## src/design/atrfc_pkg.sv

```systemverilog
// Shared class codes, field masks and stage types for the relocation field codec.
package atrfc_pkg;

	// Relocation format classes
	localparam logic [3:0] CLS_NONE   = 4'd0;
	localparam logic [3:0] CLS_DATA32 = 4'd1;
	localparam logic [3:0] CLS_THM8   = 4'd2;
	localparam logic [3:0] CLS_THM11  = 4'd3;
	localparam logic [3:0] CLS_THMB21 = 4'd4;
	localparam logic [3:0] CLS_THMB25 = 4'd5;
	localparam logic [3:0] CLS_ARMB24 = 4'd6;
	localparam logic [3:0] CLS_ARMMOV = 4'd7;
	localparam logic [3:0] CLS_PREL31 = 4'd8;
	localparam logic [3:0] CLS_THMMOV = 4'd9;

	// One-hot bit positions, one per known class
	localparam int unsigned NUM_SEL    = 9;
	localparam int unsigned SEL_DATA32 = 0;
	localparam int unsigned SEL_THM8   = 1;
	localparam int unsigned SEL_THM11  = 2;
	localparam int unsigned SEL_THMB21 = 3;
	localparam int unsigned SEL_THMB25 = 4;
	localparam int unsigned SEL_ARMB24 = 5;
	localparam int unsigned SEL_ARMMOV = 6;
	localparam int unsigned SEL_PREL31 = 7;
	localparam int unsigned SEL_THMMOV = 8;

	// Masks of the bits that stay when a field is rewritten
	localparam logic [31:0] MASK_ARMMOV  = 32'hfff0_f000;
	localparam logic [15:0] MASK_B21_H0  = 16'b1111_1011_1100_0000;
	localparam logic [15:0] MASK_B25_H0  = 16'b1111_1000_0000_0000;
	localparam logic [15:0] MASK_BR_H1   = 16'b1101_0000_0000_0000;
	localparam logic [15:0] MASK_MOV_H0  = 16'b1111_1011_1111_0000;
	localparam logic [15:0] MASK_MOV_H1  = 16'b1000_1111_0000_0000;
	localparam logic [15:0] MASK_THM8    = 16'hff00;
	localparam logic [15:0] MASK_THM11   = 16'hf800;
	localparam logic [31:0] MASK_ARMB24  = 32'hff00_0000;
	localparam logic [31:0] MASK_PREL_HI = 32'h8000_0000;
	localparam logic [31:0] MASK_PREL_LO = 32'h7fff_ffff;

	typedef logic [NUM_SEL-1:0] cls_sel_t;

	// Addend before sign extension, with the position of its sign bit
	typedef struct packed {
		logic [31:0] raw;
		logic [4:0]  sign_pos;
	} addend_raw_t;

	// Class code to one-hot select; unknown codes give all zeros
	function automatic cls_sel_t decode_class(input logic [3:0] cls);
		cls_sel_t sel;
		sel = '0;
		unique case (cls)
			CLS_DATA32: sel[SEL_DATA32] = 1'b1;
			CLS_THM8:   sel[SEL_THM8]   = 1'b1;
			CLS_THM11:  sel[SEL_THM11]  = 1'b1;
			CLS_THMB21: sel[SEL_THMB21] = 1'b1;
			CLS_THMB25: sel[SEL_THMB25] = 1'b1;
			CLS_ARMB24: sel[SEL_ARMB24] = 1'b1;
			CLS_ARMMOV: sel[SEL_ARMMOV] = 1'b1;
			CLS_PREL31: sel[SEL_PREL31] = 1'b1;
			CLS_THMMOV: sel[SEL_THMMOV] = 1'b1;
			default:    sel = '0;
		endcase
		return sel;
	endfunction

endpackage

```

## src/design/atrfc_extract.sv

```systemverilog
// Gathers the scattered immediate bits of a word into a raw addend and sign position.
module atrfc_extract (
	input  atrfc_pkg::cls_sel_t    sel,
	input  logic [31:0]            word,
	output atrfc_pkg::addend_raw_t addend_raw
);

	logic [15:0] h0;
	logic [15:0] h1;
	logic        s;
	logic        i1;
	logic        i2;

	assign h0 = word[15:0];
	assign h1 = word[31:16];
	assign s  = h0[10];
	// BL/BLX: I = NOT(J XOR S)
	assign i1 = ~(h1[13] ^ s);
	assign i2 = ~(h1[11] ^ s);

	// AND-OR select over the one-hot class
	always_comb begin
		addend_raw = '0;
		if (sel[atrfc_pkg::SEL_DATA32]) begin
			addend_raw.raw      = word;
			addend_raw.sign_pos = 5'd31;
		end
		if (sel[atrfc_pkg::SEL_THM8]) begin
			addend_raw.raw      = {23'd0, h0[7:0], 1'b0};
			addend_raw.sign_pos = 5'd8;
		end
		if (sel[atrfc_pkg::SEL_THM11]) begin
			addend_raw.raw      = {20'd0, h0[10:0], 1'b0};
			addend_raw.sign_pos = 5'd11;
		end
		if (sel[atrfc_pkg::SEL_THMB21]) begin
			addend_raw.raw      = {11'd0, h0[10], h1[11], h1[13], h0[5:0], h1[10:0], 1'b0};
			addend_raw.sign_pos = 5'd20;
		end
		if (sel[atrfc_pkg::SEL_THMB25]) begin
			addend_raw.raw      = {7'd0, s, i1, i2, h0[9:0], h1[10:0], 1'b0};
			addend_raw.sign_pos = 5'd24;
		end
		if (sel[atrfc_pkg::SEL_ARMB24]) begin
			addend_raw.raw      = {6'd0, word[23:0], 2'b00};
			addend_raw.sign_pos = 5'd25;
		end
		if (sel[atrfc_pkg::SEL_ARMMOV]) begin
			addend_raw.raw      = {16'd0, word[19:16], word[11:0]};
			addend_raw.sign_pos = 5'd15;
		end
		if (sel[atrfc_pkg::SEL_PREL31]) begin
			addend_raw.raw      = {1'b0, word[30:0]};
			addend_raw.sign_pos = 5'd30;
		end
		if (sel[atrfc_pkg::SEL_THMMOV]) begin
			addend_raw.raw      = {16'd0, h0[3:0], h0[10], h1[14:12], h1[7:0]};
			addend_raw.sign_pos = 5'd15;
		end
	end

endmodule

```

## src/design/atrfc_insert.sv

```systemverilog
// Writes the value's bits into the immediate fields of the word for each class.
module atrfc_insert (
	input  atrfc_pkg::cls_sel_t sel,
	input  logic [31:0]         word,
	input  logic [31:0]         value,
	output logic [31:0]         patched
);

	logic [15:0] h0;
	logic [15:0] h1;
	logic        s;
	logic        j1;
	logic        j2;

	assign h0 = word[15:0];
	assign h1 = word[31:16];
	assign s  = value[24];
	// BL/BLX: J = NOT(I) XOR S
	assign j1 = ~value[23] ^ s;
	assign j2 = ~value[22] ^ s;

	// Unknown class passes the word through
	always_comb begin
		patched = word;
		if (sel[atrfc_pkg::SEL_DATA32])
			patched = value;
		if (sel[atrfc_pkg::SEL_THM8])
			patched = {h1, (h0 & atrfc_pkg::MASK_THM8) | {8'd0, value[8:1]}};
		if (sel[atrfc_pkg::SEL_THM11])
			patched = {h1, (h0 & atrfc_pkg::MASK_THM11) | {5'd0, value[11:1]}};
		if (sel[atrfc_pkg::SEL_THMB21])
			patched = {(h1 & atrfc_pkg::MASK_BR_H1)
					| {2'b00, value[18], 1'b0, value[19], value[11:1]},
				(h0 & atrfc_pkg::MASK_B21_H0)
					| {5'd0, value[20], 4'd0, value[17:12]}};
		if (sel[atrfc_pkg::SEL_THMB25])
			patched = {(h1 & atrfc_pkg::MASK_BR_H1)
					| {2'b00, j1, 1'b0, j2, value[11:1]},
				(h0 & atrfc_pkg::MASK_B25_H0) | {5'd0, s, value[21:12]}};
		if (sel[atrfc_pkg::SEL_ARMB24])
			patched = (word & atrfc_pkg::MASK_ARMB24) | {8'd0, value[25:2]};
		if (sel[atrfc_pkg::SEL_ARMMOV])
			patched = (word & atrfc_pkg::MASK_ARMMOV)
				| {12'd0, value[15:12], 4'd0, value[11:0]};
		if (sel[atrfc_pkg::SEL_PREL31])
			patched = (word & atrfc_pkg::MASK_PREL_HI) | (value & atrfc_pkg::MASK_PREL_LO);
		if (sel[atrfc_pkg::SEL_THMMOV])
			patched = {(h1 & atrfc_pkg::MASK_MOV_H1) | {1'b0, value[10:8], 4'd0, value[7:0]},
				(h0 & atrfc_pkg::MASK_MOV_H0) | {5'd0, value[11], 6'd0, value[15:12]}};
	end

endmodule

```

## src/design/atrfc_sext.sv

```systemverilog
// Sign-extends a raw addend from the given sign bit position.
module atrfc_sext (
	input  atrfc_pkg::addend_raw_t addend_raw,
	output logic [31:0]            addend
);

	logic [31:0] ext_mask;

	// Ones above the sign bit; empty when the sign bit is bit 31
	assign ext_mask = ~((32'd2 << addend_raw.sign_pos) - 32'd1);
	assign addend   = addend_raw.raw[addend_raw.sign_pos] ?
		(addend_raw.raw | ext_mask) : addend_raw.raw;

endmodule

```

## src/design/arm_thumb_reloc_field_codec_core.sv

```systemverilog
// Top level of the ARM/Thumb relocation immediate-field codec pipeline.
//
//  Channel   Handshake                    Payload
//  item      item_valid / item_ready      format_class, insn_word, insert_value
//  result    result_valid / result_ready  addend, patched_word
//
// Three register stages: class decode, field extract/insert, sign extension.
// One item per cycle unless the result side stalls; an item passes the stage 1, 2
// and 3 registers in that order before its result is valid.
// arst_n clears the stage valid bits only; payload registers are not reset.
// A stall at the result side holds every full stage; a stage takes new data
// whenever it is empty or the stage after it moves.
module arm_thumb_reloc_field_codec_core (
	input  logic               clk,
	input  logic               arst_n,
	input  logic               item_valid,
	output logic               item_ready,
	input  logic [3:0]         format_class,
	input  logic [31:0]        insn_word,
	input  logic signed [31:0] insert_value,
	output logic               result_valid,
	input  logic               result_ready,
	output logic signed [31:0] addend,
	output logic [31:0]        patched_word
);

	logic                   valid_s1;
	logic                   valid_s2;
	logic                   valid_s3;
	logic                   en_s1;
	logic                   en_s2;
	logic                   en_s3;

	atrfc_pkg::cls_sel_t    sel_s1;
	logic [31:0]            word_s1;
	logic [31:0]            value_s1;

	atrfc_pkg::addend_raw_t raw_comb;
	logic [31:0]            patched_comb;
	atrfc_pkg::addend_raw_t raw_s2;
	logic [31:0]            patched_s2;

	logic [31:0]            addend_comb;
	logic [31:0]            addend_s3;
	logic [31:0]            patched_s3;

	// Stall chain: a stage loads when empty or when its successor loads
	assign en_s3      = !valid_s3 || result_ready;
	assign en_s2      = !valid_s2 || en_s3;
	assign en_s1      = !valid_s1 || en_s2;
	assign item_ready = en_s1;

	always_ff @(posedge clk or negedge arst_n) begin
		if (!arst_n) begin
			valid_s1 <= 1'b0;
			valid_s2 <= 1'b0;
			valid_s3 <= 1'b0;
		end else begin
			if (en_s1)
				valid_s1 <= item_valid;
			if (en_s2)
				valid_s2 <= valid_s1;
			if (en_s3)
				valid_s3 <= valid_s2;
		end
	end

	// Stage 1: decode class to one-hot
	always_ff @(posedge clk) begin
		if (en_s1 && item_valid) begin
			sel_s1   <= atrfc_pkg::decode_class(format_class);
			word_s1  <= insn_word;
			value_s1 <= insert_value;
		end
	end

	// Stage 2: gather addend bits and rewrite fields
	atrfc_extract u_extract (
		.sel        (sel_s1),
		.word       (word_s1),
		.addend_raw (raw_comb)
	);

	atrfc_insert u_insert (
		.sel     (sel_s1),
		.word    (word_s1),
		.value   (value_s1),
		.patched (patched_comb)
	);

	always_ff @(posedge clk) begin
		if (en_s2 && valid_s1) begin
			raw_s2     <= raw_comb;
			patched_s2 <= patched_comb;
		end
	end

	// Stage 3: sign extension and output register
	atrfc_sext u_sext (
		.addend_raw (raw_s2),
		.addend     (addend_comb)
	);

	always_ff @(posedge clk) begin
		if (en_s3 && valid_s2) begin
			addend_s3  <= addend_comb;
			patched_s3 <= patched_s2;
		end
	end

	assign result_valid = valid_s3;
	assign addend       = addend_s3;
	assign patched_word = patched_s3;

endmodule

```

## config.mk

```make
export PLATFORM = sky130hd
export DESIGN_NAME = arm_thumb_reloc_field_codec_core
export DESIGN_NICKNAME = d
export VERILOG_FILES = /design/src/design/atrfc_pkg.sv /design/src/design/atrfc_extract.sv /design/src/design/atrfc_insert.sv /design/src/design/atrfc_sext.sv /design/src/design/arm_thumb_reloc_field_codec_core.sv
export SDC_FILE = /design/constraint.sdc
export NUM_CORES = 1
export LEC_CHECK = 0
export BUFFER_PORTS_ARGS = -buffer_cell sky130_fd_sc_hd__buf_2
export CAP_MARGIN = 30
export CORE_MARGIN = 3
export CORE_UTILIZATION = 50
export DETAILED_ROUTE_END_ITERATION = 10
export GPL_TIMING_DRIVEN = 0
export PLACE_DENSITY = 0.74
export RECOVER_POWER = 50
export REMOVE_ABC_BUFFERS = 1
export SYNTH_ARGS = -nofsm -noshare
export SYNTH_HDL_FRONTEND = slang
export SYNTH_SLANG_ARGS = --single-unit
```

## constraint.sdc

```tcl
create_clock -name clk -period 5.4 [get_ports clk]
set_clock_uncertainty 0.15 [all_clocks]
set_input_delay 0.27 -clock clk [delete_from_list [all_inputs] [get_ports clk]]
set_output_delay 0.27 -clock clk [all_outputs]
set_load 0.005 [all_outputs]
```

==> results of run 1 <==
[state kept, by name, summed over array words and instances (netlist names), 9 cells and up]
register / cells
raw_s2: 37
addend: 32
patched_s2: 32
patched_word: 32
value_s1: 32
word_s1: 32
sel_s1: 9
[cells in the final DEF, fill, tap and decap left out, types with 8 or more instances in the layout]
cell type and instances:
edfxtp_1 206, buf_2 101, nand2_1 85, dlygate4sd3_1 75
a21oi_1 52, nor2_1 48, o21ai_0 41, clkbuf_1 41
a22oi_1 32, o21ai_1 25, clkbuf_16 23, a21o_1 22
inv_1 17, o31ai_1 16, nand3_1 16, a221oi_1 16
nor3_1 14, nand2b_1 14, mux2i_1 10, clkinv_1 9
nor2b_1 8, nor3b_1 8
[stage by stage]
step	cell area [sq um]	setup WS [ns]	power [mW]
2_1_floorplan	9661	2.290	2.435
3_3_place_gp	10670	0.7634	2.665
3_5_place_dp	10900	1.936	2.689
4_1_cts	12300	1.917	4.078
5_1_grt	12250	0.8438	4.223
6_report	12250	1.338	4.068
[power groups by stage]
stage	Combinational, mW	Clock [mW]	Sequential (mW)
2_1_floorplan	0.298	0	2.14
3_3_place_gp	0.476	0	2.19
3_5_place_dp	0.526	0	2.16
4_1_cts	0.569	1.38	2.13
5_1_grt	0.623	1.44	2.16
6_report	0.568	1.36	2.14
[kinds of logic after synthesis]
kind of cell,Yosys count
compound gates,277
simple gates,230
flops,209
buf+inv,87
mux,20
xor+xnor,5
fa+ha+maj,1
[worst max-delay path, cell delays in order]
cell and delay [ns]:
dlygate4sd3_1 0.51, buf_2 0.10, nand2b_1 0.11, and2_0 2.89
[cell type report]
cell class              instances  share of cell area [%]
flip-flops and latches        209                   51.11
multi-input cells             533                   27.20
repair buffers                223                   13.13
clock buffers                  27                   4.821
well taps                     260                   2.655
inverters                      20                  0.6128
clock inverters                12                  0.4698
[worst paths after layout]
kind | slack (ns) | endpoint | start
min reg2reg | 0.27 | patched_word[19] | patched_s2[19]
min in group asynchronous | 0.48 | result_valid | arst_n
max in group asynchronous | 4.47 | valid_s2 | arst_n
max | 1.34 | addend[10] | result_ready
max reg2reg | 1.35 | addend[10] | result_valid
min | 0.27 | patched_word[19] | patched_s2[19]
[routing by layer]
metal / track usage (%) / up-vias / part of all wire (%)
li1: - / 3548 / -
met1: 31.93 / 3586 / 38
met2: 40.71 / 443 / 48
met3: 4.503 / 91 / 9.2
met4: 8.667 / 0 / 3.9
met5: 0 / - / 0
[synth_stat cells (16+ instances only)]
master    instances  share of area [%]
a21oi_1          52                2.6
nand2_1          85                3.2
o21ai_0          41                2.1
inv_1            17               0.64
a221oi_1         16                1.4
edfxtp_1        206                 62
clkbuf_1         50                1.9
nor2_1           49                1.8
o21ai_1          25                1.3
o31ai_1          16                1.2
a21o_1           22                1.7
a22oi_1          32                2.4
nand3_1          16               0.80
==> flow_metrics.env, run 1 <==
export IMPL_cts_buffers=22
export IMPL_grt_pass1_vias=7500
export IMPL_power_density_mw_per_mm2=332.0
export IMPL_die_width_um=147.1
export IMPL_synth_compound_area_share_pct=18.92
export IMPL_drtIter0Drc=989
export IMPL_rsz0062_at_grt="false"
export IMPL_start_kind="primary input"
export IMPL_rows=50
export IMPL_antenna_cells=0
export IMPL_synth_seq_cells=209
export IMPL_layout_min_cycle_time_ns=4.062
export IMPL_synth_edf_count=206
export IMPL_timing_final_crit_share_pct=75.21
export IMPL_die_y_um=147.1
export IMPL_place_gp_congestion=0.9516
export IMPL_dieArea_sq_mm=0.02163
export IMPL_clock_sinks=209
export IMPL_seqCellArea_sq_mm=0.006261
export IMPL_wirelength_um=26780
export IMPL_ant_nets=0
export IMPL_r2r_worst_path_cells=2
export IMPL_synth_mux_area_share_pct=2.930
export IMPL_final_cell_count_no_fill=1284
export IMPL_netlist_instances=829
export IMPL_failed_checks="max-capacitance violations, max-slew violations"
export IMPL_p_sw_share_pct=25.43
export IMPL_grt_max_degree=74
export IMPL_hold_slack_ns=0.2680
export IMPL_postCtsHoldBufs=75
export IMPL_grt_antenna_before_repair=0
export IMPL_max_clock_path_buffers=3
export IMPL_wire_per_inst_um=20.85
export IMPL_fin_setup_tns_ns=0
export IMPL_clk_latency_ns=0.51
export IMPL_status="finished with violations"
export IMPL_synthXorXnorAreaFrac_pct=0.4402
export IMPL_synthSimpleGateAreaFrac_pct=11.00
export IMPL_drive_gt1_share_pct=16.11
export IMPL_max_freq_mhz=246.2
export IMPL_slew_headroom_pct=-169.0
export IMPL_p_switching_mw=1.034
export IMPL_cp_max_fo=64
export IMPL_required_ns=5.26
export IMPL_grt_pass1_wl_um=41460
export IMPL_yosysWarnings=0
export IMPL_synthAdderAreaFrac_pct=0.1258
export IMPL_dp_cells=1170
export IMPL_clkPwrFrac_pct=33.4
export IMPL_setup_viol=0
export IMPL_port_buffers=137
export IMPL_postSynthAreaPerCell_sq_um=12.00
export IMPL_initial_core_util_pct=51.97
export IMPL_seqPwrFrac_pct=52.6
export IMPL_postCtsSetupBuffers=0
export IMPL_area_delta_synth_final_pct=23.14
export IMPL_ys_flop_type="edfxtp_1"
export IMPL_whs_path_depth=0
export IMPL_via_per_inst=5.972
export IMPL_cap_violations=1
export IMPL_crit_path_end_kind="register"
export IMPL_multiInputGateArea_sq_mm=0.003332
export IMPL_nNetsFinal=1082
export IMPL_clock_root_buffer="clkbuf_16"
export IMPL_worst_pin_slew_ns=4.032
export IMPL_arrival_ns=3.92
export IMPL_fillers=1494
export IMPL_overflow=0
export IMPL_slew_violations=65
export IMPL_cts_htree_levels=1
export IMPL_comb_power_share_pct=14.0
export IMPL_report_final_hold_viol_count=0
export IMPL_core_region_area_sq_mm=0.01914
export IMPL_finish_utilization_pct=63.99
export IMPL_clkTransAtPathRegs_ns=0.06
export IMPL_seq_area_frac_synth_pct=62.94
export IMPL_ys_types=71
export IMPL_ios=138
export IMPL_synth_async_reset_ratio_pct=1.435
export IMPL_drtPass1Iterations=6
export IMPL_dp_hpwl_um=16890
export IMPL_vdd_drop_max_mv=0.2776
export IMPL_drc=0
export IMPL_critPathKind="primary input to register"
export IMPL_synth_top_family_by_area="compound AO/OA/AOI/OAI gates"
export IMPL_leakage_nw=4.492
export IMPL_cts_resized=0
export IMPL_syn_area_sq_mm=0.009948
export IMPL_grt_usage_pct=24.27
export IMPL_worstHoldPathType="register to register"
export IMPL_cts_tree="done"
export IMPL_intPower_mw=3.033
export IMPL_vias=7668
Power figures use the tool's default switching activity.
==> run 2, diff against run 1 <==
Settings changed: PLACE_DENSITY 0.74 to 0.77.
Clock period 5.4 ns to 3.4 ns, I/O delays scaled along.
==> run 2 against run 1 <==
Net effect: the run ends with max-capacitance violations left; clock-buffer cell count is 3 higher; die area stayed put; cell count is 0.39% higher; core utilization is 0.81 points higher; largest power group unchanged; flip-flop and latch count stayed put; power is 67% higher; critical endpoint is now patched_s2[22]; sequential power is 58% higher; via count is 2.4% higher; critical path type is now register to register; clock power is 82% higher; combinational power is 62% higher; non-clock buffer count is 5 higher; highest routed layer unchanged; wire length is 3.0% higher.
==> flow_metrics.env, run 2 (synthesis results as in run 1) <==
export IMPL_status="finished with violations"
export IMPL_failed_checks="max-capacitance violations"
export IMPL_leakage_nw=4.575
export IMPL_hold_slack_ns=0.2167
export IMPL_layout_min_cycle_time_ns=3.230
export IMPL_cts_buffers=22
export IMPL_cts_htree_levels=1
export IMPL_critPathKind="register to register"
export IMPL_total_power_mw=6.780
export IMPL_fin_setup_tns_ns=0
export IMPL_dieArea_sq_mm=0.02163
export IMPL_die_y_um=147.1
export IMPL_grt_antenna_before_repair=0
export IMPL_area_delta_synth_final_pct=24.70
export IMPL_intPower_mw=5.095
export IMPL_wire_per_inst_um=21.39
export IMPL_worstHoldStart="insert_value[15]"
export IMPL_rsz0062_at_grt="false"
export IMPL_antenna_cells=0
export IMPL_post_place_ws_ns=-0.05802
export IMPL_p_sw_share_pct=24.85
export IMPL_core_region_area_sq_mm=0.01914
export IMPL_vias=7849
export IMPL_mostFrequentLayoutCells="edfxtp_1 (206), buf_2 (100), nand2_1 (85), dlygate4sd3_1 (76), a21oi_1 (52)"
export IMPL_grt_usage_pct=25.01
export IMPL_timing_final_crit_share_pct=94.99
export IMPL_drc=0
export IMPL_required_ns=3.52
export IMPL_fillers=1459
export IMPL_clkTransAtPathRegs_ns=0.06
export IMPL_slew_violations=0
export IMPL_clk_latency_ns=0.51
export IMPL_cts_tree="done"
export IMPL_clock_root_buffer="clkbuf_16"
export IMPL_arrival_ns=3.35
export IMPL_ios=138
export IMPL_initial_core_util_pct=51.97
export IMPL_wirelength_um=27570
export IMPL_cpMaxStageDelayCell="edfxtp_1"
export IMPL_clock_sinks=209
export IMPL_vdd_drop_max_mv=0.4551
export IMPL_path_cells="clkinv_1, o21ai_1, buf_4, a222oi_1, o31ai_1"
export IMPL_crit_path_end_kind="register"
export IMPL_comb_power_share_pct=13.6
export IMPL_place_gp_congestion=0.9511
export IMPL_worstHoldPathType="primary input to register"
export IMPL_start_kind="register"
export IMPL_crit_buf_inv=2
export IMPL_layout_commonest_cell="edfxtp_1"
export IMPL_drtIter0Drc=813
export IMPL_dp_hpwl_um=16660
export IMPL_crit_family="flip-flops"
export IMPL_report_final_hold_viol_count=0
export IMPL_clkPwrFrac_pct=36.4
export IMPL_r2r_start="sel_s1[7]"
export IMPL_nNetsFinal=1087
export IMPL_max_clock_path_buffers=3
export IMPL_grt_pass1_wl_um=42930
export IMPL_ant_nets=0
export IMPL_setup_viol=0
export IMPL_startpoint="sel_s1[7]"
export IMPL_drtPass1Iterations=6
export IMPL_power_density_mw_per_mm2=546.5
export IMPL_seqPwrFrac_pct=50.0
export IMPL_finalWorstSetupSlack_ns=0.1705
export IMPL_die_width_um=147.1
export IMPL_port_buffers=137
export IMPL_regMostFlops="raw_s2"
export IMPL_worst_pin_slew_ns=1.496
export IMPL_via_per_inst=6.089
export IMPL_max_freq_mhz=309.6
export IMPL_rows=50
export IMPL_slew_headroom_pct=0.2629
export IMPL_largest_register_ffs=37
export IMPL_overflow=0
export IMPL_critPathMaxStageDelay_ns=1.01
export IMPL_grt_pass1_vias=7623
export IMPL_drive_gt1_share_pct=17.20
export IMPL_grt_max_degree=74
export IMPL_cp_max_fo=26
export IMPL_p_switching_mw=1.685
export IMPL_cap_violations=1
## run 2: cell types whose count changed in the layout (fill, tap and decap cells not counted), sizes merged
cell	delta
buf	+2
bufinv	+3
clkbuf	+5
clkinv	-5
clkinvlp	-1
dlygate4sd3	+1
## run 2: metal layers
layer	vias to the layer above	track usage (%)	routed length [um]
li1	3563	-	-
met2	512	41.80	13400
met4	0	8.434	939
met1	3691	33.40	10560
met5	-	0	0
met3	83	4.442	2666
## run 2: worst register-to-register path, stage by stage, from the launching register on
cell and delay [ns]:
edfxtp_1 1.01, clkinv_1 0.68, o21ai_1 0.63, buf_4 0.27, a222oi_1 0.10, o31ai_1 0.15
## run 2: stage by stage
stage                     instance area [sq um]  std cells  utilization [%]
final                                     12410       1289            64.80
after CTS                                 12430       1288            64.94
after detailed placement                  10900       1170            56.94
after floorplan                            9661        762                -
after global routing                      12410       1289            64.80
after global placement                    10670       1159            55.75
## run 2: power by group through the flow
stage / clock, mW / combinational, mW / sequential [mW]
finish: 2.47 / 0.922 / 3.39
global route: 2.59 / 1.01 / 3.41
CTS: 2.47 / 0.910 / 3.38
detailed placement: 0 / 0.829 / 3.44
global placement: 0 / 0.757 / 3.48
floorplan: 0 / 0.473 / 3.39
## run 2: path summary, 6_finish.rpt
| path | to | slack, ns | cells past startpoint |
|---|---|---|---|
| setup / recovery | patched_s2[22] | 0.17 | 5 |
| min in group asynchronous | valid_s1 | 0.40 | 3 |
| max in group asynchronous | valid_s2 | 2.55 | 3 |
| setup reg to reg | patched_s2[22] | 0.17 | 5 |
| hold reg to reg | patched_word[16] | 0.26 | 0 |
| hold / removal | value_s1[15] | 0.22 | 2 |
## run 2: final cells by class
| type | instances | area [sq um] | area share, % |
|---|---|---|---|
| clock buffer | 30 | 621.8 | 5.013 |
| multi-input combinational | 533 | 3341 | 26.93 |
| timing repair buffer | 228 | 1659 | 13.37 |
| sequential | 209 | 6261 | 50.47 |
| tap | 260 | 325.3 | 2.622 |
| inverter | 20 | 75.07 | 0.6051 |
| clock inverter | 9 | 122.6 | 0.9884 |
## run 2: repair_timing
action,4_1_cts,5_1_grt
hold buffers,76,0
gates resized for setup,0,2
buffers inserted,3,1
endpoints found under the hold margin,79,0
setup endpoints to repair,18,6
pin swaps,0,0
